[src/rtl/core/lsu_pkg.sv]
// ----------------------------------------------------------------------------
// lsu_pkg: shared types and codes of the load/store unit
// Holds the request and response payloads, the command codes and the
// decoded operation that travels from the front end to the back end.
// ----------------------------------------------------------------------------
package lsu_pkg;

  localparam logic [3:0] CMD_FSW = 4'd0;
  localparam logic [3:0] CMD_FLW = 4'd1;
  localparam logic [3:0] CMD_FSD = 4'd2;
  localparam logic [3:0] CMD_FLD = 4'd3;
  localparam logic [3:0] CMD_SB  = 4'd4;
  localparam logic [3:0] CMD_SH  = 4'd5;
  localparam logic [3:0] CMD_SW  = 4'd6;
  localparam logic [3:0] CMD_SD  = 4'd7;
  localparam logic [3:0] CMD_LB  = 4'd8;
  localparam logic [3:0] CMD_LBU = 4'd9;
  localparam logic [3:0] CMD_LH  = 4'd10;
  localparam logic [3:0] CMD_LHU = 4'd11;
  localparam logic [3:0] CMD_LW  = 4'd12;
  localparam logic [3:0] CMD_LWU = 4'd13;
  localparam logic [3:0] CMD_LD  = 4'd14;

  // Access size as log2 of the byte count.
  localparam logic [1:0] SIZE_B = 2'd0;
  localparam logic [1:0] SIZE_H = 2'd1;
  localparam logic [1:0] SIZE_W = 2'd2;
  localparam logic [1:0] SIZE_D = 2'd3;

  typedef enum logic [1:0] {
    OP_STORE,
    OP_LOAD,
    OP_BAD
  } op_kind_t;

  typedef struct packed {
    logic [3:0]         command;
    logic [63:0]        base;
    logic signed [11:0] offset;
    logic [63:0]        store_data;
    logic [4:0]         dest_reg;
  } req_t;

  typedef struct packed {
    logic [4:0]  wb_reg;
    logic [63:0] wb_value;
    logic        bad_command;
  } rsp_t;

  typedef struct packed {
    op_kind_t    kind;
    logic [1:0]  size;
    logic        sign_ext;
    logic [4:0]  dest_reg;
    logic [63:0] store_data;
  } op_t;

endpackage

[src/rtl/core/lsu_queue.sv]
// ----------------------------------------------------------------------------
// lsu_queue: two-entry operation queue
// Decouples the decode front end from the memory back end.
// ----------------------------------------------------------------------------
module lsu_queue #(
  parameter int unsigned AW = 16
) (
  input  logic          clk,
  input  logic          rst,
  input  logic          push_valid,
  output logic          push_ready,
  input  lsu_pkg::op_t  push_op,
  input  logic [AW-1:0] push_addr,
  output logic          pop_valid,
  input  logic          pop_ready,
  output lsu_pkg::op_t  pop_op,
  output logic [AW-1:0] pop_addr
);
  import lsu_pkg::*;

  op_t           ent_op   [2];
  logic [AW-1:0] ent_addr [2];
  logic          wr_ptr;
  logic          rd_ptr;
  logic [1:0]    count;
  logic          do_push;
  logic          do_pop;

  assign push_ready = (count != 2'd2);
  assign pop_valid  = (count != 2'd0);
  assign pop_op     = ent_op[rd_ptr];
  assign pop_addr   = ent_addr[rd_ptr];
  assign do_push    = push_valid && push_ready;
  assign do_pop     = pop_valid && pop_ready;

  always_ff @(posedge clk) begin
    if (do_push) begin
      ent_op[wr_ptr]   <= push_op;
      ent_addr[wr_ptr] <= push_addr;
    end
  end

  always_ff @(posedge clk) begin
    if (rst) begin
      wr_ptr <= 1'b0;
      rd_ptr <= 1'b0;
      count  <= 2'd0;
    end else begin
      if (do_push) begin
        wr_ptr <= ~wr_ptr;
      end
      if (do_pop) begin
        rd_ptr <= ~rd_ptr;
      end
      if (do_push && !do_pop) begin
        count <= count + 2'd1;
      end else if (do_pop && !do_push) begin
        count <= count - 2'd1;
      end
    end
  end

endmodule

[config.mk]
export PLATFORM = sky130hd
export DESIGN_NAME = lsu_queue
export DESIGN_NICKNAME = d
export VERILOG_FILES = /design/src/rtl/core/lsu_pkg.sv /design/src/rtl/core/lsu_queue.sv
export SDC_FILE = /design/constraint.sdc
export NUM_CORES = 1
export LEC_CHECK = 0
export BUFFER_PORTS_ARGS = -buffer_cell sky130_fd_sc_hd__buf_2
export CAP_MARGIN = 20
export CORE_UTILIZATION = 47
export CTS_CLUSTER_DIAMETER = 40
export DETAILED_ROUTE_END_ITERATION = 16
export GPL_TIMING_DRIVEN = 0
export HOLD_SLACK_MARGIN = 0.1
export PLACE_DENSITY = 0.76
export SLEW_MARGIN = 20
export SYNTH_ARGS = -nofsm -noshare
export SYNTH_HDL_FRONTEND = slang
export SYNTH_SLANG_ARGS = --single-unit
[constraint.sdc]
create_clock -name clk -period 2.8 [get_ports clk]
set_input_delay 0.28 -clock clk [delete_from_list [all_inputs] [get_ports clk]]
set_output_delay 0.28 -clock clk [all_outputs]
set_load 0.03 [all_outputs]
== Word level (Yosys, flattened, before mapping) ==
Memories as Yosys holds them, arrays and structs flattened. A register that Yosys moved wholly into a read port is not among the register bits.
Index checks and enable logic that the tools add are counted.

* Memory bits (writable): 180
* Register bits after elaboration: 4
* Logic and storage cells: 26
* Output and inout bits: 92
* Memories kept: 2
* Input port bits: 94

* Muxes and demuxes: 8
* Equality and inequality tests: 1
* Add/sub/neg operators: 2
* Reductions and logical operators: 8
* Bitwise gates (word level): 2

{| class="wikitable"
|+ Memories
! name !! depth !! width !! rd ports !! clocked after Yosys merged registers in !! write ports !! line !! RTL
|-
| ent_op || 2 || 74 || 1 || 1 || 1 || lsu_queue.sv:21 || <nowiki>op_t ent_op [2];</nowiki>
|-
| ent_addr || 2 || 16 || 1 || 1 || 1 || lsu_queue.sv:22 || <nowiki>logic [AW-1:0] ent_addr [2];</nowiki>
|}

{| class="wikitable"
|+ Operator list
! operator !! count
|-
| 1-bit two-way mux || 6
|-
| 1-bit logical AND || 4
|-
| 2-bit two-way mux || 2
|-
| 2-bit nonzero test || 2
|-
| 2-bit by 1-bit adder with 2-bit output, second input constant || 1
|-
| 1-bit zero test || 2
|-
| 2-bit inequality test, second input constant || 1
|-
| 1-bit NOT || 2
|-
| 2-bit by 1-bit subtractor with 2-bit output, second input constant || 1
|}

== Longest topological paths before layout ==
Gate-level depths: netlist (run 1).

* Depth in word-level cells: 6
* Mapped depth: 6
* Mapped depth without buffers: 6

== Least setup slack after synthesis (run 1) ==
OpenSTA, ideal clock, no wires.

* Path type: reg2reg
* From: register count[0]
* To: memory ent_addr[1][0], enable pin
* Cell stages (with the launch flop): 3
* Library setup time: 0.459 ns
* Setup slack: -0.612 ns
* Data required time: 2.341 ns
* Buffers on the path: 0
* Period minus slack after synthesis: 3.412 ns
* Arrival: 2.953 ns
* Cells stage by stage: dfxtp_1 nand2b_1 and3_1

* Word-level cells in the longest chain between the ends: 4

{| class="wikitable"
|+ Ends and longest elaborated chain
! item !! line !! RTL
|-
| start, declared || lsu_queue.sv:25 || <nowiki>logic [1:0] count;</nowiki>
|-
| start signal, assigned || lsu_queue.sv:56 || <nowiki>count <= count + 2'd1;</nowiki>
|-
| start signal, assigned || lsu_queue.sv:58 || <nowiki>count <= count - 2'd1;</nowiki>
|-
| 2-bit inequality test || lsu_queue.sv:29 || <nowiki>assign push_ready = (count != 2'd2);</nowiki>
|-
| named net push_ready || lsu_queue.sv:11 || <nowiki>output logic push_ready,</nowiki>
|-
| 1-bit logical AND || lsu_queue.sv:33 || <nowiki>assign do_push = push_valid && push_ready;</nowiki>
|-
| 1-bit two-way mux || lsu_queue.sv:37 || <nowiki>if (do_push) begin</nowiki>
|-
| 1-bit two-way mux (implied by the code) || lsu_queue.sv:39 || <nowiki>ent_addr[wr_ptr] <= push_addr;</nowiki>
|-
| end, declared || lsu_queue.sv:22 ||
|}

The timed path passes the listed nets, and every way through them passes these cells.

==> impl_metrics.py, run 1 <==
metrics = {
    "status": {
        "status": "complete, no violations",
    },
    "final_layout": {
        "nNetsFinal": 697,
        "postLayoutCellArea_sq_mm": 0.00948,
        "syn2layout_area_growth_pct": 41.1,
        "drive_above_1_share_pct": 52.4,
        "diodes": 0,
        "fin_cells": 795,
    },
    "timing": {
        "fin_crit_ps": 2090,
        "max-slew-margin-rel_pct": 55.5,
        "clock-skew-final_ps": 6.30,
        "rsz0062_at_grt": "no",
        "finalHoldViolations": 0,
        "tightestPinTransition_ps": 668,
        "final_max_slew_viol_count": 0,
        "fmax_mhz": 479,
        "fin_setup_tns_ps": 0,
        "setup_viol": 0,
        "period_share_pct": 74.6,
    },
    "power": {
        "pwr-share-comb_pct": 30.2,
        "p_clk_share_pct": 28.9,
        "p_switching_mw": 2.73,
        "ir_drop_mv": 0.561,
        "power_mw": 8.66,
        "pwr-share-seq_pct": 40.9,
        "power.density_mw_per_mm2": 914,
        "netSwitchingFraction_pct": 31.5,
        "p_leak_nw": 3.59,
        "p_int_mw": 5.93,
    },
    "floorplan": {
        "num_rows": 43,
        "start_util_pct": 48.2,
        "die_w_um": 122,
        "core_area_sq_mm": 0.0139,
        "ios": 186,
        "dieHeight_um": 122,
        "die_area_sq_mm": 0.0148,
    },
    "synth": {
        "synthXorXnorAreaFrac_pct": 0.391,
        "synth-adder-area-share_pct": 0.186,
        "muxShareOfSynthArea_pct": 15.1,
        "synth_cells": 304,
        "synth.top_cell.area_share_pct": 80.5,
        "syn-mean-instance-area_sq_um": 22.1,
        "synth_top_family_by_area": "multiplexers",
        "syn_nets": 399,
        "synthSimpleGateAreaFrac_pct": 0.745,
        "synth_compound_area_share_pct": 0.447,
        "ys_warn_count": 0,
        "ys_top_cells_by_area": "edfxtp_1, mux2_2, dfxtp_1, buf_4, xor2_1",
        "synth-seq-cells": 185,
        "synth_cell_types": 18,
        "netlist_area_sq_mm": 0.00671,
        "synth_top_area_cell": "edfxtp_1",
        "ys_seq_area_share_pct": 82.0,
    },
    "setup_path": {
        "cp_max_fo": 10,
        "cp-end-kind": "primary output",
        "reg2reg_depth": 4,
        "r2r_slack_ps": 740,
        "cp.required_ps": 2520,
        "crit_type": "flop to primary output",
        "cp.arrival_ps": 1810,
        "crit_path_start_kind": "flop",
        "r2r_start": "count[0]",
        "r2r_end": "ent_op[0][35]",
    },
    "clock_tree": {
        "cts-htree-levels": 4,
        "clk_pin_slew_ps": 70,
        "insertion_delay_ps": 420,
        "tritoncts": "done",
        "postCtsSetupRepairBufs": 0,
        "root_buffer": "clkbuf_16",
        "cts.path.max_buffers": 2,
        "cts_made_buffers": 17,
        "cts.sinks": 185,
    },
    "placement": {
        "placed_area_sq_mm": 0.00794,
        "dp.cells": 672,
        "dp_hpwl_mm": 7.92,
        "place.gp.congestion": 0.697,
        "portBuffers": 185,
    },
    "global_route": {
        "grt_max_degree": 47,
        "grt_pass1_wl_mm": 20.2,
        "antenna_found_initial": 0,
        "track_usage_pct": 18.6,
        "grt_pass1_vias": 4116,
        "grt_overflow_total": 0,
    },
    "min_path": {
        "hold_depth": 3,
        "min_from": "push_valid",
        "hold_path_class": "input pin to flop",
        "min_to": "wr_ptr",
    },
    "routing": {
        "routed_wl_mm": 13.4,
        "viasPerCell": 4.81,
        "drt_iter0_markers": 276,
        "first_pass_iters": 4,
        "drc": 0,
        "route.vias.total": 3820,
        "wire_per_inst_um": 16.9,
        "drt.antenna.violating_nets": 0,
    },
    "run": {
        "drv_cap": 0,
    },
}
-- synthesized netlist by cell type --
master / count
a21bo_2: 1
a21oi_1: 2
and2_1: 1
and3_1: 1
buf_2: 1
buf_4: 9
dfxtp_1: 5
edfxtp_1: 180
ha_1: 1
inv_1: 1
mux2_2: 90
nand2b_1: 1
nand3b_1: 1
nor2_1: 3
o21ai_0: 2
or2_2: 1
or3_1: 1
xor2_1: 3
-- repair_timing --
item                                    in CTS  in global routing
endpoints found under the setup margin       0                  0
gates resized for setup                      0                  0
hold buffers                                91                  0
hold endpoints to repair                   185                  0
-- registers in the layout, summed over array words and instances (netlist names), named ones only --
name,flops
count,2
ent_op,148
ent_addr,32
wr_ptr,1
rd_ptr,1
-- worst max-delay path: stages (launching register included) --
cell and delay [ps]:
dfxtp_1 310, buf_2 260, buf_4 270, mux2_2 360, buf_2 180
-- through the flow --
stage	setup WS [ps]	util, %	hold slack [ps]
floorplan	179	-	349
global placement	-340	56.5	468
detailed placement	784	57.0	471
CTS	657	68.0	175
global route	615	68.0	215
finish	712	68.0	229
-- power by group through the flow --
stage / Sequential, mW / Combinational [mW] / Clock [mW]
CTS: 3.54 / 2.63 / 2.54
global placement: 3.61 / 2.44 / 0
detailed placement: 3.60 / 2.52 / 0
finish: 3.54 / 2.62 / 2.50
floorplan: 3.59 / 1.82 / 0
global route: 3.57 / 2.78 / 2.64
-- metal layers --
layer | part of all wire [%] | up-vias | routed length [um] | global-route usage, %
met2 | 54 | 132 | 7260 | 34.0
met3 | 5.4 | 14 | 723 | 5.45
met1 | 39 | 1873 | 5310 | 20.5
met4 | 1.1 | 0 | 150 | 6.25
li1 | - | 1801 | - | -
met5 | 0 | - | 0 | 0
-- worst max path at each step --
| stage | from | to |
|---|---|---|
| 3_3_place_gp | count[0] | ent_op[0][51] |
| 3_5_place_dp | count[0] | ent_op[0][28] |
| 4_1_cts | flop | pop_op[0] |
| 5_1_grt | flop | pop_op[3] |
| 2_1_floorplan | count[0] | ent_addr[0][0] |
| 6_report | flop | pop_addr[14] |
-- placed cells by master, fill, tap and decap left out, drive strengths merged --
cell           n
a21bo          1
a21oi          2
and2           1
and3           1
buf          198
bufinv         4
clkbuf        18
clkinv         5
clkinvlp       4
dfxtp          5
dlygate4sd3   91
edfxtp       180
ha             1
inv            2
mux2          90
nand2b         1
nand3b         1
nor2           3
o21ai          2
or2            1
or3            1
xor2           3
-- final cells by class --
cell class / instances / area, sq um
Multi-Input combinational cell: 108 / 1140
Fill cell: 931 / 4460
Clock buffer: 18 / 429
Sequential cell: 185 / 5510
Tap cell: 180 / 225
Buffer: 10 / 72.6
Inverter: 1 / 7.51
Clock inverter: 14 / 195
Timing Repair Buffer: 279 / 1900
-- cells by family after synthesis --
kind of cell    count (synthesis)
xor+xnor                        3
mux                            90
fa+ha+maj                       1
flops                         185
buf+inv                        11
compound gates                  5
simple gates                    9
No activity file was read; power rests on OpenSTA's default activity.
==> run 2, diff against run 1 <==
--- a/config.mk
+++ b/config.mk
@@ -5,14 +5,15 @@
 export SDC_FILE = /design/constraint.sdc
 export NUM_CORES = 1
 export LEC_CHECK = 0
+export ABC_AREA = 1
 export BUFFER_PORTS_ARGS = -buffer_cell sky130_fd_sc_hd__buf_2
 export CAP_MARGIN = 20
-export CORE_UTILIZATION = 47
+export CORE_UTILIZATION = 53
 export CTS_CLUSTER_DIAMETER = 40
 export DETAILED_ROUTE_END_ITERATION = 16
 export GPL_TIMING_DRIVEN = 0
 export HOLD_SLACK_MARGIN = 0.1
-export PLACE_DENSITY = 0.76
+export PLACE_DENSITY = 0.8
 export SLEW_MARGIN = 20
 export SYNTH_ARGS = -nofsm -noshare
 export SYNTH_HDL_FRONTEND = slang
==> constraint.sdc (replaced) <==
create_clock -name clk -period 2 [get_ports clk]
set_input_delay 0.2 -clock clk [delete_from_list [all_inputs] [get_ports clk]]
set_output_delay 0.2 -clock clk [all_outputs]
set_load 0.03 [all_outputs]
==> impl_metrics.py, run 2 <==
metrics = {
    "final_layout": {
        "regMostFlops": "ent_op",
        "n_fill_cell": 791,
        "diodes": 0,
        "fin_cells": 808,
        "nNetsFinal": 714,
        "final_common_cell": "buf_2",
        "postLayoutCoreUtil_pct": 75.3,
        "syn2layout_area_growth_pct": 38.7,
        "top_regs": "ent_op: 148 flops, ent_addr: 32 flops, count: 2 flops",
        "largest_reg_flops": 148,
        "drive_above_1_share_pct": 51.4,
        "layout_common_cells": "buf_2, edfxtp_1, dlygate4sd3_1, mux2_4, clkbuf_16",
    },
    "timing": {
        "fmax_mhz": 523,
        "fin_crit_ps": 1910,
        "rsz0062_at_grt": "no",
        "final_max_slew_viol_count": 0,
        "clock-skew-final_ps": 8.19,
        "finalHoldViolations": 0,
        "period_share_pct": 95.6,
        "tightestPinTransition_ps": 582,
        "setup_viol": 0,
        "max-slew-margin-rel_pct": 61.1,
        "whs_ps": 173,
    },
    "global_route": {
        "grt_use_met3_pct": 5.69,
        "use_met1_pct": 21.5,
        "grt_max_degree": 28,
        "use_met2_pct": 36.3,
        "grt_pass1_wl_mm": 20.8,
        "track_usage_pct": 19.9,
        "grt_pass1_vias": 4250,
        "antenna_found_initial": 0,
        "grt.busiest_layer": "met2",
        "grt_overflow_total": 0,
    },
    "clock_tree": {
        "cts_resized": 0,
        "tritoncts": "done",
        "hold_buffers": 92,
        "cts.path.max_buffers": 2,
        "clk_pin_slew_ps": 60,
        "insertion_delay_ps": 420,
        "postCtsSetupRepairBufs": 0,
        "root_buffer": "clkbuf_16",
        "cts_made_buffers": 17,
        "cts.sinks": 185,
        "cts-htree-levels": 4,
    },
    "setup_path": {
        "cp.arrival_ps": 1710,
        "path_cells": "buf_6 -> buf_12 -> mux2_4 -> buf_2",
        "r2r_start": "count[0]",
        "reg2reg_depth": 6,
        "crit_type": "flop to primary output",
        "cp.required_ps": 1800,
        "cp_max_fo": 10,
        "r2r_end": "ent_op[0][45]",
        "critPathMaxStageDelay_ps": 340,
        "crit_family": "buffers and inverters",
        "slowest_stage": "dfxtp_1",
        "r2r_slack_ps": 160,
        "cp-end-kind": "primary output",
        "crit_path_start_kind": "flop",
        "critPathBufInv": 3,
    },
    "synth": {
        "syn-mean-instance-area_sq_um": 22.7,
        "synth_edf_count": 180,
        "synth_cell_types": 13,
        "netlist_area_sq_mm": 0.00719,
        "synth.most_common_cell": "edfxtp_1",
        "synthArstFlopShare_pct": 0,
        "syn_nets": 412,
        "synth-main-ff-cell": "edfxtp_1",
        "synthTopCellsByCount": "edfxtp_1, mux2_4, buf_12, nand2_1, inv_1",
        "synth.top_cell.area_share_pct": 75.2,
        "synth_top_area_cell": "edfxtp_1",
        "ys_warn_count": 0,
        "ys_top_cells_by_area": "edfxtp_1, mux2_4, buf_12, dfxtp_1, nand2_1",
        "synth_cells": 317,
        "ys_seq_area_share_pct": 76.6,
        "synth-seq-cells": 185,
    },
    "power": {
        "p_leak_nw": 3.99,
        "power.density_mw_per_mm2": 1230,
        "ir_drop_mv": 0.883,
    },
    "placement": {
        "portBuffers": 185,
        "place.gp.congestion": 0.672,
        "dp_hpwl_mm": 8.26,
        "dp.cells": 684,
    },
    "min_path": {
        "min_from": "push_valid",
        "hold_depth": 4,
        "min_to": "wr_ptr",
        "hold_path_class": "input pin to flop",
    },
    "routing": {
        "routed_wl_mm": 13.4,
        "drt_iter0_markers": 187,
        "drt.antenna.violating_nets": 0,
        "wire_per_inst_um": 16.6,
        "drc": 0,
        "route.vias.total": 3941,
        "viasPerCell": 4.88,
        "first_pass_iters": 4,
    },
    "floorplan": {
        "dieHeight_um": 118,
        "num_rows": 42,
        "die_area_sq_mm": 0.0140,
        "start_util_pct": 54.3,
        "die_w_um": 118,
        "ios": 186,
        "core_area_sq_mm": 0.0132,
    },
    "run": {
        "drv_cap": 0,
    },
    "status": {
        "status": "complete, no violations",
    },
}
==> run 2: worst max-delay path by stage <==
| stage | from | end | depth (start not counted) |
|---|---|---|---|
| after global placement | count[0] | ent_op[0][45] | 4 |
| after floorplan | count[0] | ent_addr[0][0] | 4 |
| after detailed placement | count[0] | ent_op[0][21] | 6 |
| final | flop | pop_op[5] | 4 |
| after global routing | flop | pop_op[68] | 4 |
| after CTS | flop | pop_op[68] | 4 |
==> run 2: where the power goes <==
| group | switching [mW] | internal, mW |
|---|---|---|
| Sequential | 0.152 | 4.90 |
| Clock | 1.30 | 1.84 |
| Combinational | 2.31 | 1.72 |
==> run 2: cells by family (layout without fill, tap and decap cells) <==
group,Yosys count,in the layout,share of synthesized area (%)
AOI/OAI and AO/OA,4,4,0.279
adders and majority gates,1,1,0.174
buffers and inverters,18,333,3.08
DFF,185,185,76.6
muxes,90,90,18.8
and+or+nand+nor,19,19,1.06
==> run 2: per-layer routing <==
layer  up-vias  routed length, um
met1      1946               5190
met3        15                757
li1       1839                  -
met5         -                  0
met2       141               7280
met4         0                201
==> run 2: cell type report <==
class / count / area, sq um / share of cell area [%]
Multi-Input combinational cell: 114 / 1490 / 14.9
Inverter: 8 / 30.0 / 0.301
Buffer: 10 / 191 / 1.92
Clock buffer: 25 / 495 / 4.97
Tap cell: 176 / 220 / 2.21
Timing Repair Buffer: 283 / 1970 / 19.7
Sequential cell: 185 / 5510 / 55.2
Clock inverter: 7 / 68.8 / 0.690
==> run 2: stage by stage <==
stage | setup slack (ps) | instance area [sq um] | power, mW | setup TNS (ps)
2_1_floorplan | -344 | 7220 | 8.03 | -60040
3_3_place_gp | -937 | 8360 | 8.86 | -165510
3_5_place_dp | 145 | 8480 | 9.03 | 0
4_1_cts | 55.4 | 9970 | 12.3 | 0
5_1_grt | 30.3 | 9970 | 12.7 | 0
6_report | 88.8 | 9970 | 12.2 | 0
==> run 2: worst min-delay path, stage by stage <==
cell	delay, ps
buf_2	110
nand2_4	90
o21ai_0	80
nor2_1	70
