`src/rtl/core/lsu_pkg.sv`:
```
// ----------------------------------------------------------------------------
// lsu_pkg: shared types and codes of the load/store unit
// Holds the request and response payloads, the command codes and the
// decoded operation that travels from the front end to the back end.
// ----------------------------------------------------------------------------
package lsu_pkg;

  localparam logic [3:0] CMD_FSW = 4'd0;
  localparam logic [3:0] CMD_FLW = 4'd1;
  localparam logic [3:0] CMD_FSD = 4'd2;
  localparam logic [3:0] CMD_FLD = 4'd3;
  localparam logic [3:0] CMD_SB  = 4'd4;
  localparam logic [3:0] CMD_SH  = 4'd5;
  localparam logic [3:0] CMD_SW  = 4'd6;
  localparam logic [3:0] CMD_SD  = 4'd7;
  localparam logic [3:0] CMD_LB  = 4'd8;
  localparam logic [3:0] CMD_LBU = 4'd9;
  localparam logic [3:0] CMD_LH  = 4'd10;
  localparam logic [3:0] CMD_LHU = 4'd11;
  localparam logic [3:0] CMD_LW  = 4'd12;
  localparam logic [3:0] CMD_LWU = 4'd13;
  localparam logic [3:0] CMD_LD  = 4'd14;

  // Access size as log2 of the byte count.
  localparam logic [1:0] SIZE_B = 2'd0;
  localparam logic [1:0] SIZE_H = 2'd1;
  localparam logic [1:0] SIZE_W = 2'd2;
  localparam logic [1:0] SIZE_D = 2'd3;

  typedef enum logic [1:0] {
    OP_STORE,
    OP_LOAD,
    OP_BAD
  } op_kind_t;

  typedef struct packed {
    logic [3:0]         command;
    logic [63:0]        base;
    logic signed [11:0] offset;
    logic [63:0]        store_data;
    logic [4:0]         dest_reg;
  } req_t;

  typedef struct packed {
    logic [4:0]  wb_reg;
    logic [63:0] wb_value;
    logic        bad_command;
  } rsp_t;

  typedef struct packed {
    op_kind_t    kind;
    logic [1:0]  size;
    logic        sign_ext;
    logic [4:0]  dest_reg;
    logic [63:0] store_data;
  } op_t;

endpackage

```
`src/rtl/core/lsu_front.sv`:
```
// ----------------------------------------------------------------------------
// lsu_front: request decode and address reduction
// Accepts a request, decodes the command, adds base and offset and reduces
// the sum modulo the memory size, then hands the operation to the queue.
// ----------------------------------------------------------------------------
module lsu_front #(
  parameter int unsigned MEM_BYTES = 65536
) (
  input  logic                          clk,
  input  logic                          rst,
  input  logic                          req_valid,
  output logic                          req_ready,
  input  lsu_pkg::req_t                 req,
  input  logic                          hold,
  output logic                          push_valid,
  input  logic                          push_ready,
  output lsu_pkg::op_t                  push_op,
  output logic [$clog2(MEM_BYTES)-1:0]  push_addr
);
  import lsu_pkg::*;

  localparam int unsigned AW     = $clog2(MEM_BYTES);
  localparam bit          POW2   = (MEM_BYTES & (MEM_BYTES - 1)) == 0;
  localparam int unsigned DIGITS = 8;
  localparam int unsigned ACC_W  = AW + 6;
  localparam logic [AW:0] MODULUS = (AW + 1)'(MEM_BYTES);
  localparam logic [ACC_W-1:0] MOD_ACC = ACC_W'(MEM_BYTES);

  typedef enum logic [2:0] {
    ST_IDLE,
    ST_REDUCE,
    ST_FOLD_HI,
    ST_FOLD_LO,
    ST_PUSH
  } state_t;

  state_t           state;
  logic [63:0]      sum;
  logic [63:0]      shreg;
  logic [ACC_W-1:0] acc;
  logic [ACC_W-1:0] acc_next;
  logic [ACC_W-1:0] pair [4];
  logic [ACC_W-1:0] fold_hi;
  logic [ACC_W-1:0] fold_lo;
  logic [AW-1:0]    weight [64];
  logic [2:0]       digit_cnt;
  op_t              op_dec;

  // Weight of address bit j: 2^j reduced modulo the memory size.
  function automatic logic [AW-1:0] pow2_mod(int unsigned j);
    logic [AW:0] r;
    r = (AW + 1)'(1);
    for (int unsigned i = 0; i < j; i++) begin
      r = r << 1;
      if (r >= MODULUS) begin
        r = r - MODULUS;
      end
    end
    return r[AW-1:0];
  endfunction

  for (genvar j = 0; j < 64; j++) begin : g_weight
    assign weight[j] = pow2_mod(j);
  end

  assign req_ready  = (state == ST_IDLE) && !hold;
  assign push_valid = (state == ST_PUSH);
  assign sum = req.base + {{52{req.offset[11]}}, req.offset};

  always_comb begin
    op_dec            = '0;
    op_dec.dest_reg   = req.dest_reg;
    op_dec.store_data = req.store_data;
    unique case (req.command) inside
      CMD_FSW, CMD_SW: begin
        op_dec.kind = OP_STORE;
        op_dec.size = SIZE_W;
      end
      CMD_FSD, CMD_SD: begin
        op_dec.kind = OP_STORE;
        op_dec.size = SIZE_D;
      end
      CMD_SB: begin
        op_dec.kind = OP_STORE;
        op_dec.size = SIZE_B;
      end
      CMD_SH: begin
        op_dec.kind = OP_STORE;
        op_dec.size = SIZE_H;
      end
      CMD_FLW, CMD_LWU: begin
        op_dec.kind = OP_LOAD;
        op_dec.size = SIZE_W;
      end
      CMD_FLD, CMD_LD: begin
        op_dec.kind = OP_LOAD;
        op_dec.size = SIZE_D;
      end
      CMD_LB: begin
        op_dec.kind     = OP_LOAD;
        op_dec.size     = SIZE_B;
        op_dec.sign_ext = 1'b1;
      end
      CMD_LBU: begin
        op_dec.kind = OP_LOAD;
        op_dec.size = SIZE_B;
      end
      CMD_LH: begin
        op_dec.kind     = OP_LOAD;
        op_dec.size     = SIZE_H;
        op_dec.sign_ext = 1'b1;
      end
      CMD_LHU: begin
        op_dec.kind = OP_LOAD;
        op_dec.size = SIZE_H;
      end
      CMD_LW: begin
        op_dec.kind     = OP_LOAD;
        op_dec.size     = SIZE_W;
        op_dec.sign_ext = 1'b1;
      end
      default: begin
        op_dec.kind = OP_BAD;
      end
    endcase
  end

  // Eight address bits per cycle, low byte first: every set bit adds its
  // weight, summed as a small tree.
  always_comb begin
    for (int k = 0; k < 4; k++) begin
      pair[k] = (shreg[2*k] ? ACC_W'(weight[{digit_cnt, 3'(2*k)}]) : '0) +
                (shreg[2*k+1] ? ACC_W'(weight[{digit_cnt, 3'(2*k+1)}]) : '0);
    end
    acc_next = acc + ((pair[0] + pair[1]) + (pair[2] + pair[3]));
  end

  // The weighted sum stays below 64 times the memory size. Conditional
  // subtraction of 32, 16 and 8 times the size, then 4, 2 and 1 times it on
  // the next cycle, leaves the remainder.
  always_comb begin
    fold_hi = acc;
    for (int s = 5; s >= 3; s--) begin
      if (fold_hi >= (MOD_ACC << s)) begin
        fold_hi = fold_hi - (MOD_ACC << s);
      end
    end
    fold_lo = acc;
    for (int s = 2; s >= 0; s--) begin
      if (fold_lo >= (MOD_ACC << s)) begin
        fold_lo = fold_lo - (MOD_ACC << s);
      end
    end
  end

  always_ff @(posedge clk) begin
    if (rst) begin
      state     <= ST_IDLE;
      digit_cnt <= '0;
    end else begin
      unique case (state)
        ST_IDLE: begin
          if (req_valid && req_ready) begin
            push_op   <= op_dec;
            shreg     <= sum;
            acc       <= '0;
            digit_cnt <= '0;
            if (POW2) begin
              push_addr <= sum[AW-1:0];
              state     <= ST_PUSH;
            end else begin
              state <= ST_REDUCE;
            end
          end
        end
        ST_REDUCE: begin
          acc       <= acc_next;
          shreg     <= {8'h00, shreg[63:8]};
          digit_cnt <= digit_cnt + 3'd1;
          if (digit_cnt == 3'(DIGITS - 1)) begin
            state <= ST_FOLD_HI;
          end
        end
        ST_FOLD_HI: begin
          acc   <= fold_hi;
          state <= ST_FOLD_LO;
        end
        ST_FOLD_LO: begin
          push_addr <= fold_lo[AW-1:0];
          state     <= ST_PUSH;
        end
        ST_PUSH: begin
          if (push_ready) begin
            state <= ST_IDLE;
          end
        end
        default: begin
          state <= ST_IDLE;
        end
      endcase
    end
  end

endmodule

```
`config.mk`:
```
export PLATFORM = sky130hd
export DESIGN_NAME = lsu_front
export DESIGN_NICKNAME = d
export VERILOG_FILES = /design/src/rtl/core/lsu_pkg.sv /design/src/rtl/core/lsu_front.sv
export SDC_FILE = /design/constraint.sdc
export NUM_CORES = 1
export LEC_CHECK = 0
export ABC_AREA = 1
export BUFFER_PORTS_ARGS = -buffer_cell sky130_fd_sc_hd__buf_4
export CORE_MARGIN = 5
export CORE_UTILIZATION = 53
export CTS_BUF_LIST = sky130_fd_sc_hd__clkbuf_2
export CTS_CLUSTER_DIAMETER = 40
export DETAILED_ROUTE_END_ITERATION = 6
export GPL_TIMING_DRIVEN = 0
export PLACE_DENSITY = 0.77
export SLEW_MARGIN = 20
export SYNTH_ARGS = -nofsm -noshare
export SYNTH_HDL_FRONTEND = slang
export SYNTH_SLANG_ARGS = --single-unit
```
`constraint.sdc`:
```
create_clock -name clk -period 4.9 [get_ports clk]
set_clock_uncertainty 0.2 [all_clocks]
set_input_delay 0.98 -clock clk [delete_from_list [all_inputs] [get_ports clk]]
set_output_delay 0.98 -clock clk [all_outputs]
set_load 0.01 [all_outputs]
```
# --- Yosys cells after proc, flatten, opt, wreduce, memory -nomap -nowiden ---
# Memories as Yosys holds them, arrays and structs flattened.
# Index checks and enable logic that the tools add are counted.
word_totals:
  ff_bits: 182
  rom_bits: 8192
  inputBits: 154
  out_inout_bits: 92
  mem_count: 8
mem_list:
  columns: ["memory", "words", "width", "rd", "rd_ports_with_merged_regs", "write_ports", "line_no", "rtl"]
  rows:
  - ["(name not given)", 64, 16, 1, 0, 0, "lsu_front.sv:133", "(shreg[2*k+1] ? ACC_W'(weight[{digit_cnt, 3'(2*k+1)}]) : '0);"]
  - ["(name not given)", 64, 16, 1, 0, 0, "lsu_front.sv:132", "pair[k] = (shreg[2*k] ? ACC_W'(weight[{digit_cnt, 3'(2*k)}]) : '0) +"]
  - ["(name not given)", 64, 16, 1, 0, 0, "lsu_front.sv:133", null]
  - ["(name not given)", 64, 16, 1, 0, 0, "lsu_front.sv:132", null]
  - ["(name not given)", 64, 16, 1, 0, 0, "lsu_front.sv:133", null]
  - ["(name not given)", 64, 16, 1, 0, 0, "lsu_front.sv:132", null]
  - ["2 more memories", null, null, null, null, null, null, null]
op_classes:
  add_sub_neg: 16
  magnitude_cmp: 14
  eq_ne: 22
  mux: 45
  n_bitwise: 9
  n_reduce_logical: 20
op_table:
  columns: ["operator", "n"]
  rows:
  - ["$mux W16", 26]
  - ["$mux W22", 6]
  - ["$pmux W64 S2", 1]
  - ["$add A16 B16 Y17", 4]
  - ["$pmux W22 S3", 1]
  - ["$add A64 B64 Y64", 1]
  - ["$mux W64", 1]
  - ["$ge A7 B7 Y1 const B", 8]
  - ["$not A6 Y7", 8]
  - ["$add A17 B17 Y18", 2]
  - ["$pmux W16 S2", 1]
  - ["$eq A4 B4 Y1 const B", 7]
  - ["$add A22 B19 Y22", 1]
  - ["$ge A22 B17 Y1 const B", 1]
  - ["$ge A22 B18 Y1 const B", 1]
  - ["$ge A22 B19 Y1 const B", 1]
  - ["$ge A22 B20 Y1 const B", 1]
  - ["$ge A22 B21 Y1 const B", 1]
  - ["$ge A22 B22 Y1 const B", 1]
  - ["$sub A22 B18 Y22 const B", 1]
  - ["$sub A22 B19 Y22 const B", 1]
  - ["$sub A22 B20 Y22 const B", 1]
  - ["$sub A22 B21 Y22 const B", 1]
  - ["$sub A22 B22 Y22 const B", 1]
  - ["31 further kinds", 48]

# --- Longest topological paths before layout ---
# Gate-level depths: netlist of the first run.
depth:
  word_depth: 10
  ltp_mapped: 17
  depth_no_buf: 17

# --- Worst setup path after synthesis of the first run ---
# No wires, ideal clock.
synth_path:
  path_type: "input port to flip-flop"
  start: "input port hold"
  end: "register push_op[0] (netlist bit) (enable)"
  setup_ns: 0.507
  t_arrival_ns: 4.493
  slack_ns: -0.300
  path_stages: 3
  path_buffers: 0
  path_cell_list: "nor4_4 -> nand2_2 -> nor2_1"
synth_via:
  elab_chain_len: 4
synth_lines:
  columns: ["element", "line_no", "rtl"]
  rows:
  - ["from (decl)", "lsu_front.sv:14", "input logic hold,"]
  - ["$logic_not A1 Y1", "lsu_front.sv:66", "assign req_ready = (state == ST_IDLE) && !hold;"]
  - ["$logic_and A1 B1 Y1", "lsu_front.sv:66", null]
  - ["$logic_and A1 B1 Y1", "lsu_front.sv:163", "if (req_valid && req_ready) begin"]
  - ["$reduce_and A3 Y1 (no source line)", null, null]
  - ["to (signal assigned)", "lsu_front.sv:164", "push_op <= op_dec;"]
  - ["to (decl)", "lsu_front.sv:17", "output lsu_pkg::op_t push_op,"]
# Every way passes these cells.
# A chain may end at the register's enable or synchronous reset.

# --- Worst setup path after layout of the first run ---
layout_path:
  start: "register digit_cnt[0]"
  end: "register acc[10], data pin"
layout_via:
  elab_chain_len: 10
layout_lines:
  columns: ["element", "line_no", "rtl"]
  rows:
  - ["from (decl)", "lsu_front.sv:46", "logic [2:0] digit_cnt;"]
  - ["from (signal assigned)", "lsu_front.sv:179", "digit_cnt <= digit_cnt + 3'd1;"]
  - ["$not A6 Y7 (on tied branches)", "lsu_front.sv:132, lsu_front.sv:133", null]
  - ["$mem_v2 Z64 W16 (on tied branches)", null, null]
  - ["$mux W16 (on tied branches) (3 in a row)", "lsu_front.sv:132, lsu_front.sv:133", null]
  - ["$add A16 B16 Y17", "lsu_front.sv:132", null]
  - ["$add A17 B17 Y18", "lsu_front.sv:135", "acc_next = acc + ((pair[0] + pair[1]) + (pair[2] + pair[3]));"]
  - ["$add A18 B18 Y19 *", "lsu_front.sv:135", null]
  - ["$add A22 B19 Y22 *", "lsu_front.sv:135", null]
  - ["$pmux W22 S3 *", "lsu_front.sv:161", "unique case (state)"]
  - ["to (signal assigned)", "lsu_front.sv:177", "acc <= acc_next;"]
  - ["to (signal assigned)", "lsu_front.sv:185", "acc <= fold_hi;"]
  - ["to (decl)", "lsu_front.sv:40", "logic [ACC_W-1:0] acc;"]
# Every way passes the cells marked *; elsewhere a longest branch is shown, timed or not. The select of a mux whose other input is x is not followed.

==> flow_summary_export.csv, run 1 <==
group,metric,value,unit
outcome,outcome,"complete, no violations",
hold_path,min_path_type,"in -> reg",
power,swShare,36.3,%
setup_path,path_class,"reg -> reg",
logic_synthesis,syn_avg_cell_area,7.10,sq um
timing,relSlewSlack,44.6,%
clock_network,clock_sinks,176,
floorplan,rows,58,
detailed_routing,antenna_left,0,
power,peakVddDrop,196,uV
clock_network,worstSkewPairLatency,0.82,ns
logic_synthesis,syn_nets,2145,
clock_network,cts_tree,"yes",
power,leakagePower,0.00825,uW
placed_design,place_congestion,0.956,
clock_network,path_clk_slew,0.34,ns
layout,final_cell_mix,"nand2_1, inv_1, buf_4",
floorplan,io_pins,246,
clock_network,cts_resized,0,
power,powerDensity,225,mW/mm^2
logic_synthesis,syn-cell-area,0.0135,sq mm
timing,drv_slew,0,
timing,fmaxAchievable,303,MHz
clock_network,cts_setup_buffers,0,
placed_design,dp_cells,2489,
global_route,grt_pass1_wl,65000,microns
power,switching_power,1320,uW
setup_path,required,5.29,ns
timing,setup_violations,0,
detailed_routing,first_pass_iters,5,
global_route,antenna_found_initial,1,
clock_network,cts-root-buf,"clkbuf_2",
setup_path,cp-start-kind,"flip-flop",
power,pwr-share-seq,48.4,%
placed_design,dp_hpwl,35700,microns
logic_synthesis,ys_ff_latch,176,
timing,period_minus_slack,3.30,ns
layout,layout_commonest_cell,"nand2_1",
detailed_routing,via_count,12861,
logic_synthesis,synth_seq_area_share,38.6,%
clock_network,clock_path_buffers,2,
clock_network,h-tree-depth,4,
logic_synthesis,netlist_instances,1907,
detailed_routing,drc_errors,0,
global_route,grt_pass1_vias,12162,
detailed_routing,via_per_inst,5.10,
timing,worstMarginPinSlew,0.832,ns
layout,fillers,2320,
clock_network,hold_buffers,0,
layout,area_growth,19.7,%
clock_network,cts_buffers,17,
power,internal_power,2320,uW
layout,finalNonFillerCells,2521,
layout,drive_gt1_share,20.1,%
setup_path,cp_max_fo,8,
setup_path,crit_path_end_kind,"flip-flop",
power,combPwrFrac,30.3,%
detailed_routing,routed_wl,42600,microns
global_route,grt.overflow.total,0,
layout,postLayoutCoreUtil,64.3,%
timing,hold_violations,0,
placed_design,numPortBuffers,244,
logic_synthesis,synth_cell_types,40,
power,clock_power_share,21.4,%
detailed_routing,wire_per_inst,16.9,microns
floorplan,start_util,53.8,%
timing,period_share,67.3,%
global_route,grt_max_degree,54,
global_route,track_usage,29.0,%
detailed_routing,dr.first_iter.drc_count,1093,
floorplan,die_area,0.0288,sq mm
setup_path,arrival,3.68,ns
floorplan,core_area,0.0252,sq mm
timing,rsz0062_at_grt,"no",
run,cap_violations,0,
layout,final_nets,2416,
logic_synthesis,yosysWarnings,0,
floorplan,dieHeight,170,microns
floorplan,die_w,170,microns
power by group through the flow:
| stage | sequential, uW | clock, uW | combinational, uW |
|---|---|---|---|
| final | 1760 | 778 | 1100 |
| after global routing | 1760 | 853 | 1230 |
| after CTS | 1760 | 784 | 1090 |
| after detailed placement | 1790 | 0 | 1090 |
| after global placement | 1790 | 0 | 1050 |
| after floorplan | 1800 | 0 | 677 |
cells by family after synthesis:
family	synth area share (%)
buffers and inverters	11.2
and+or+nand+nor	33.6
adders and majority gates	7.88
xor gates and xnor gates	1.88
DFF	38.6
muxes	1.25
AOI/OAI and AO/OA	5.64
cells in the mapped netlist:
library cell  count  area [sq um]
inv_1           353          1330
a21oi_1          88           440
a21o_1            5          37.5
o31ai_1           2          15.0
o21bai_1          4          30.0
dfxtp_1           6           120
nand3_1         102           510
nor4_4            1          21.3
o21a_1            2          15.0
xor2_1           23           201
o21ai_0          31           155
clkinv_1          3          11.3
buf_6             1          11.3
nor2_4            7          78.8
nand3_2           7          70.1
fa_1              2          40.0
o21ai_1           4          20.0
edfxtp_1        170          5100
nand2_2          26           163
buf_2            12          60.1
inv_2            22          82.6
nor3b_1           1          7.51
nor3_1            5          25.0
a211oi_1          3          22.5
nand4_1          12          75.1
nor2_2           43           269
nor3_2           11           110
nor4_2            1          12.5
nand2_1         708          2660
o22ai_1           1          6.26
xnor2_1           6          52.6
nor2_1          129           484
ha_1             82          1030
clkbuf_1          5          18.8
nor4_1            2          12.5
a21boi_0          2          15.0
buf_1             1          3.75
mux2_2           15           169
or2_2             8          50.1
a31oi_1           1          6.26
final timing paths:
check / depth (start not counted) / startpoint / slack [ns] / endpoint
hold / removal: 1 / req[34] / 0.11 / push_op[29]
setup reg to reg: 17 / digit_cnt[0] / 1.60 / acc[10]
hold reg to reg: 2 / shreg[60] / 0.28 / shreg[52]
setup / recovery: 17 / digit_cnt[0] / 1.60 / acc[10]
flip-flops by register name, indices dropped and copies added, names as in the netlist:
| name | cells |
|---|---|
| acc | 16 |
| digit_cnt | 3 |
| push_addr | 16 |
| push_op | 74 |
| shreg | 64 |
| state | 3 |
final cells by class:
type | instances | area [sq um] | area share (%)
multi-input cells | 1334 | 6830 | 42.1
flip-flops and latches | 176 | 5230 | 32.2
repair buffers | 252 | 1990 | 12.3
inverters | 378 | 1420 | 8.76
well taps | 330 | 413 | 2.55
clock inverters | 14 | 146 | 0.904
plain buffers | 19 | 93.8 | 0.579
clock buffers | 17 | 85.1 | 0.525
diodes | 1 | 2.50 | 0.0154
critical path, stage by stage (launching register included):
cell	delay [ns]
dfxtp_1	0.39
inv_1	0.10
ha_1	0.15
nand2_1	0.24
nor2_1	0.18
ha_1	0.27
inv_1	0.09
fa_1	0.38
inv_1	0.09
nand3_1	0.07
nand2_1	0.21
a21boi_0	0.24
inv_1	0.13
a21oi_1	0.07
a21oi_1	0.16
nand2_1	0.08
nand2_1	0.06
nor2_1	0.04
stage by stage:
stage	hold slack (ns)	TNS, ns	setup slack, ns	area (sq um)	total power [uW]
after floorplan	0.276	0	0.936	13500	2480
after global placement	0.291	-5.76	-0.0937	15800	2850
after detailed placement	0.302	0	1.09	16000	2880
after CTS	0.0670	0	1.67	16200	3640
after global routing	0.0114	0	1.42	16200	3840
final	0.111	0	1.60	16200	3640
routing by layer:
| layer | global-route usage [%] | vias to the layer above | wire length [microns] |
|---|---|---|---|
| li1 | - | 6501 | - |
| met1 | 38.5 | 5837 | 17900 |
| met2 | 48.7 | 449 | 20400 |
| met3 | 4.11 | 74 | 2880 |
| met4 | 10.3 | 0 | 1400 |
| met5 | 0 | - | 0 |
Power figures use the tool's default switching activity.
==> inputs of run 2 (changes only) <==
ABC_AREA = 0   (was 1)
CORE_UTILIZATION = 55   (was 53)
PLACE_DENSITY = 0.79   (was 0.77)
clock period = 3.38 ns   (was 4.9 ns; I/O delays follow)
==> run 2 against run 1 <==
  * Count of clock-buffer cells in the layout did not move
  * Synthesized area is 18% lower
  * Highest routed layer unchanged
  * Non-clock buffer count grew 126
  * The flow now finishes with violations (DRC, setup timing)
  * Worst setup slack worse by 1.9 ns
  * Critical path type unchanged
  * Largest cell class unchanged
  * Combinational power up 35%
  * Final cell count down 31%
==> flow_summary_export.csv, run 2 <==
group,metric,value,unit
outcome,outcome,"complete, but fails checks",
outcome,violations,"DRC, setup timing",
setup_path,worst_r2r_path_depth,16,
layout,multi_input_area,0.00570,sq mm
clock_network,cts_tree,"yes",
layout,drive_gt1_share,27.0,%
clock_network,path_clk_slew,0.24,ns
logic_synthesis,synth_ff_type,"edfxtp_1",
logic_synthesis,synth_cell_types,69,
clock_network,clock_sinks,176,
global_route,grt_pass1_vias,9644,
setup_path,crit_path_end_kind,"flip-flop",
power,leakagePower,0.00616,uW
hold_path,min_path_type,"in -> reg",
logic_synthesis,syn-cell-area,0.0110,sq mm
setup_path,rr_startpoint,"digit_cnt[1]",
layout,layout_commonest_cell,"buf_4",
hold_path,hp-start,"push_ready",
timing,period_share,108,%
logic_synthesis,ys_top_cells_by_count,"edfxtp_1, a21oi_1, nand2_1",
logic_synthesis,ys_ff_latch,176,
clock_network,clock_path_buffers,2,
setup_path,arrival,4.00,ns
hold_path,whs_path_depth,4,
floorplan,dieHeight,152,microns
layout,top_regs,"push_op x74, shreg x64",
global_route,grt.overflow.total,0,
logic_synthesis,synth_top_family_by_area,"compound AO/OA/AOI/OAI gates",
power,powerDensity,351,mW/mm^2
timing,relSlewSlack,41.7,%
logic_synthesis,synth_most_common_cell,"edfxtp_1",
clock_network,worstSkewPairLatency,0.81,ns
global_route,track_usage,28.1,%
global_route,grt_pass1_wl,50300,microns
logic_synthesis,synth-edff-count,170,
setup_path,cp_top_family,"compound AO/OA/AOI/OAI gates",
setup_path,max_stage_delay,0.44,ns
layout,final_cell_mix,"buf_4, edfxtp_1, a21oi_1",
detailed_routing,wire_per_inst,19.8,microns
floorplan,die_area,0.0230,sq mm
placed_design,dp_hpwl,23200,microns
logic_synthesis,async_flop_share,0,%
logic_synthesis,synth_largest_area_cell,"edfxtp_1",
logic_synthesis,netlist_instances,1094,
layout,largest_reg_flops,74,
hold_path,hold_path_end,"state[2]",
floorplan,io_pins,246,
layout,final_nets,1702,
timing,drv_slew,0,
setup_path,reg2reg_setup_slack,-0.29,ns
logic_synthesis,syn_avg_cell_area,10.1,sq um
timing,hold_violations,0,
floorplan,rows,51,
detailed_routing,via_count,10212,
setup_path,cp_cell_sequence,"inv_2 -> ha_4 -> nor2b_4 -> nand2_2 -> inv_2 -> ha_4 -> a21o_1 -> a21oi_2 -> o21ai_2 -> a2111oi_4 -> o31ai_4 -> a211oi_4 -> nor3_2 -> or2_1 -> xnor2_1 -> nor2_1",
setup_path,cp_num_buf_inv,2,
timing,worstMarginPinSlew,0.865,ns
global_route,grt_max_degree,54,
setup_path,cp_max_fo,5,
placed_design,numPortBuffers,244,
setup_path,required,3.71,ns
logic_synthesis,synth_top_area_share,46.3,%
setup_path,cp-start-kind,"flip-flop",
global_route,antenna_found_initial,1,
detailed_routing,routed_wl,34500,microns
detailed_routing,first_pass_iters,7,
floorplan,core_area,0.0196,sq mm
timing,setup_violations,3,
layout,area_growth,33.1,%
logic_synthesis,synthAdderAreaFrac,9.66,%
timing,setup-tns-final,-0.484,ns
logic_synthesis,synth_mux_area_share,1.97,%
timing,fmaxAchievable,273,MHz
logic_synthesis,yosysWarnings,0,
setup_path,worstReg2RegEnd,"acc[13]",
placed_design,dpl_worst_slack,-0.787,ns
setup_path,slowest_stage,"a2111oi_4",
logic_synthesis,syn_nets,1332,
floorplan,die_w,152,microns
clock_network,cts-root-buf,"clkbuf_2",
floorplan,start_util,56.3,%
power,peakVddDrop,176,uV
timing,layout_setup_ws,-0.287,ns
detailed_routing,antenna_left,0,
logic_synthesis,synth_compound_area_share,18.1,%
placed_design,place_congestion,0.917,
detailed_routing,via_per_inst,5.85,
layout,regMostFlops,"push_op",
timing,period_minus_slack,3.67,ns
layout,final-seq-area,0.00523,sq mm
detailed_routing,dr.first_iter.drc_count,951,
logic_synthesis,yosys.area_share.xor_xnor,5.00,%
logic_synthesis,synth_area_leaders,"edfxtp_1, ha_1, a21oi_1",
logic_synthesis,synthSimpleGateAreaFrac,15.2,%
run,cap_violations,0,
layout,fillers,1346,
detailed_routing,drc_errors,1,
logic_synthesis,synth_seq_area_share,47.4,%
timing,rsz0062_at_grt,"yes",
clock_network,cts_buffers,17,
setup_path,path_class,"reg -> reg",
power,fin_total_pwr,5160,uW
clock_network,h-tree-depth,4,
run 2: worst max path at each step:
| stage | from | endpoint | depth (start not counted) |
|---|---|---|---|
| finish | digit_cnt[1] | acc[13] | 16 |
| CTS | digit_cnt[0] | acc[13] | 16 |
| global placement | hold | push_addr[10] | 5 |
| detailed placement | req[80] | shreg[57] | 13 |
| floorplan | req_valid | push_addr[0] | 4 |
| global route | digit_cnt[0] | acc[13] | 16 |
run 2: cell type report:
type | instances | share of cell area (%)
plain buffers | 46 | 1.31
multi-input cells | 845 | 38.8
clock inverters | 15 | 0.971
flip-flops and latches | 176 | 35.6
well taps | 265 | 2.26
inverters | 27 | 0.690
clock buffers | 17 | 0.579
repair buffers | 351 | 19.7
diodes | 3 | 0.0511
run 2: power breakdown:
group / switching [uW] / internal [uW]
Sequential: 31.8 / 2540
Clock: 872 / 229
Combinational: 812 / 677
Total: 1720 / 3450
run 2: routing by layer:
layer / share of wire [%] / GRT usage (%) / routed length (microns)
met5: 0 / 0 / 0
met4: 3.1 / 8.45 / 1060
met3: 6.8 / 4.07 / 2350
met2: 52 / 50.6 / 18000
met1: 38 / 35.1 / 13100
run 2: what timing repair did:
item	CTS	global route
hold buffers	76	0
resized for setup	17	22
endpoints found under the setup margin	9	23
pin swaps	9	22
setup buffers	18	7
endpoints found under the hold margin	78	0
run 2: cell families after synthesis:
family | after synthesis
xor gates and xnor gates | 63
muxes | 20
buffers and inverters | 73
adders and majority gates | 84
AOI/OAI and AO/OA | 316
DFF | 176
and+or+nand+nor | 362
run 2: tightest hold or removal path, stage by stage:
cell,delay (ns)
buf_4,0.08
nor2b_1,0.05
o21ai_0,0.16
a21oi_1,0.07
run 2: metrics by stage:
step | utilization [%] | cell area [sq um] | hold WS (ns) | instances
2_1_floorplan | - | 11100 | 0.284 | 1094
3_3_place_gp | 67.5 | 13200 | 0.290 | 1603
3_5_place_dp | 68.2 | 13400 | 0.290 | 1610
4_1_cts | 74.2 | 14500 | 0.00564 | 1736
5_1_grt | 74.9 | 14700 | 0.0373 | 1743
6_report | 75.0 | 14700 | 0.0792 | 1745
==> inputs of run 3 (changes only) <==
ABC_AREA = 1   (was 0)
HOLD_SLACK_MARGIN = 0.06   (was not set)
MAX_ROUTING_LAYER = met4   (was not set)
PLACE_DENSITY = 0.77   (was 0.79)
==> run 3 against run 2 <==
  * The flow now finishes without violations
  * Register-to-register slack improved by 0.55 ns
  * Wire length is 28% higher
  * Global-route usage rose by 3.5 points
  * Maximum frequency rose by 17%
  * Critical path type unchanged
  * Via count is 29% higher
  * Combinational power rose by 13%
  * First-iteration DRC count up 24%
  * Flip-flop and latch count is the same
  * Hold slack gained 0.041 ns
  * Sequential power about the same
  * Critical path depth up 1
==> flow_summary_export.csv, run 3 (synthesis gave the netlist of run 1 again) <==
group,metric,value,unit
outcome,outcome,"complete, no violations",
timing,drv_slew,0,
timing,layout_setup_ws,0.259,ns
floorplan,start_util,55.8,%
layout,finalNonFillerCells,2592,
floorplan,dieHeight,167,microns
layout,final_nets,2491,
clock_network,worstSkewPairLatency,0.79,ns
hold_path,min_path_type,"in -> reg",
setup_path,required,3.75,ns
setup_path,crit_path_end_kind,"flip-flop",
detailed_routing,routed_wl,44300,microns
global_route,track_usage,31.6,%
floorplan,core_area,0.0242,sq mm
detailed_routing,wire_per_inst,17.1,microns
timing,relSlewSlack,42.3,%
run,cap_violations,0,
power,leakagePower,0.00856,uW
timing,rsz0062_at_grt,"no",
power,fin_total_pwr,5370,uW
clock_network,cts_setup_buffers,0,
global_route,grt_max_degree,54,
layout,drive_gt1_share,19.5,%
power,powerDensity,317,mW/mm^2
floorplan,die_area,0.0278,sq mm
placed_design,dp_hpwl,34800,microns
clock_network,path_clk_slew,0.28,ns
detailed_routing,first_pass_iters,7,
timing,worstMarginPinSlew,0.865,ns
detailed_routing,via_per_inst,5.09,
setup_path,arrival,3.49,ns
setup_path,cp-start-kind,"flip-flop",
timing,period_share,92.3,%
clock_network,cts_tree,"yes",
layout,fillers,2073,
timing,fmaxAchievable,320,MHz
layout,postLayoutCoreUtil,69.9,%
layout,layout_commonest_cell,"nand2_1",
clock_network,cts-root-buf,"clkbuf_2",
global_route,antenna_found_initial,1,
clock_network,h-tree-depth,4,
placed_design,dpl_worst_slack,-0.211,ns
timing,setup_violations,0,
detailed_routing,antenna_left,0,
global_route,grt_pass1_vias,12502,
timing,period_minus_slack,3.12,ns
global_route,grt.overflow.total,0,
floorplan,io_pins,246,
timing,hold_violations,0,
placed_design,numPortBuffers,244,
layout,largest_reg_flops,74,
global_route,grt_pass1_wl,67500,microns
clock_network,cts_buffers,17,
detailed_routing,via_count,13194,
setup_path,path_class,"reg -> reg",
setup_path,cp_max_fo,8,
floorplan,die_w,167,microns
placed_design,dp_cells,2482,
detailed_routing,dr.first_iter.drc_count,1182,
layout,final_cell_mix,"nand2_1, inv_1, buf_4",
placed_design,place_congestion,1.02,
floorplan,rows,57,
layout,regMostFlops,"push_op",
layout,area_growth,25.2,%
clock_network,clock_sinks,176,
power,peakVddDrop,222,uV
clock_network,clock_path_buffers,2,
layout,top_regs,"push_op x74, shreg x64",
detailed_routing,drc_errors,0,
==> run 3: changes by cell type in the layout (fill, tap and decap cells not counted), sizes merged, moves of 36 or more <==
cell,delta
nand2,+610
inv,+348
nand3,+87
nor2,+78
a21oi,-45
a21o,-36
==> run 3: final cells by class <==
class | instances | area (sq um) | share of cell area (%)
antenna | 2 | 5.00 | 0.0295
buffer | 19 | 93.8 | 0.554
clock buffer | 17 | 85.1 | 0.502
clock inverter | 15 | 146 | 0.864
inverter | 378 | 1420 | 8.37
multi-input combinational | 1334 | 6830 | 40.3
sequential | 176 | 5230 | 30.8
tap | 324 | 405 | 2.39
timing repair buffer | 327 | 2740 | 16.2
==> run 3: routing by layer <==
layer	vias up	share of wire, %	track usage, %
li1	6651	-	-
met1	5931	39	37.5
met2	524	51	56.5
met3	88	6.3	3.84
met4	0	3.0	9.28
met5	-	0	-
==> run 3: worst paths after layout <==
path	to	depth (start not counted)	slack [ns]	start
worst max-delay path	acc[10]	17	0.26	digit_cnt[0]
worst min register to register	digit_cnt[1]	2	0.34	digit_cnt[1]
worst max register to register	acc[10]	17	0.26	digit_cnt[0]
worst min-delay path	shreg[0]	4	0.12	req[81]
==> run 3: report_power, final <==
group,internal (uW),switching (uW)
Combinational,654,1040
Clock,235,894
Sequential,2520,25.0
Total,3410,1960
==> run 3: metrics by stage <==
stage,instance area [sq um],setup TNS (ns),hold slack (ns)
after detailed placement,15900,-1.01,0.296
after global routing,16900,0,0.115
after CTS,16900,0,0.0830
final,16900,0,0.120
after floorplan,13600,0,0.276
after global placement,15800,-10.49,0.288
==> run 3: what timing repair did <==
action | in CTS | in global routing
resized for setup | 0 | 2
hold buffers | 76 | 0
setup endpoints to repair | 0 | 2
endpoints found under the hold margin | 75 | 0
==> run 3: critical path, stage by stage, from the launching register on <==
cell and delay, ns:
dfxtp_1 0.40, inv_1 0.10, ha_1 0.17, nand2_2 0.14, nor2_1 0.13, ha_1 0.24, inv_1 0.10, fa_1 0.40
inv_1 0.11, nand3_1 0.08, nand2_1 0.16, a21boi_1 0.17, inv_1 0.11, a21oi_1 0.07, a21oi_1 0.16, nand2_1 0.08
nand2_1 0.06, nor2_1 0.05
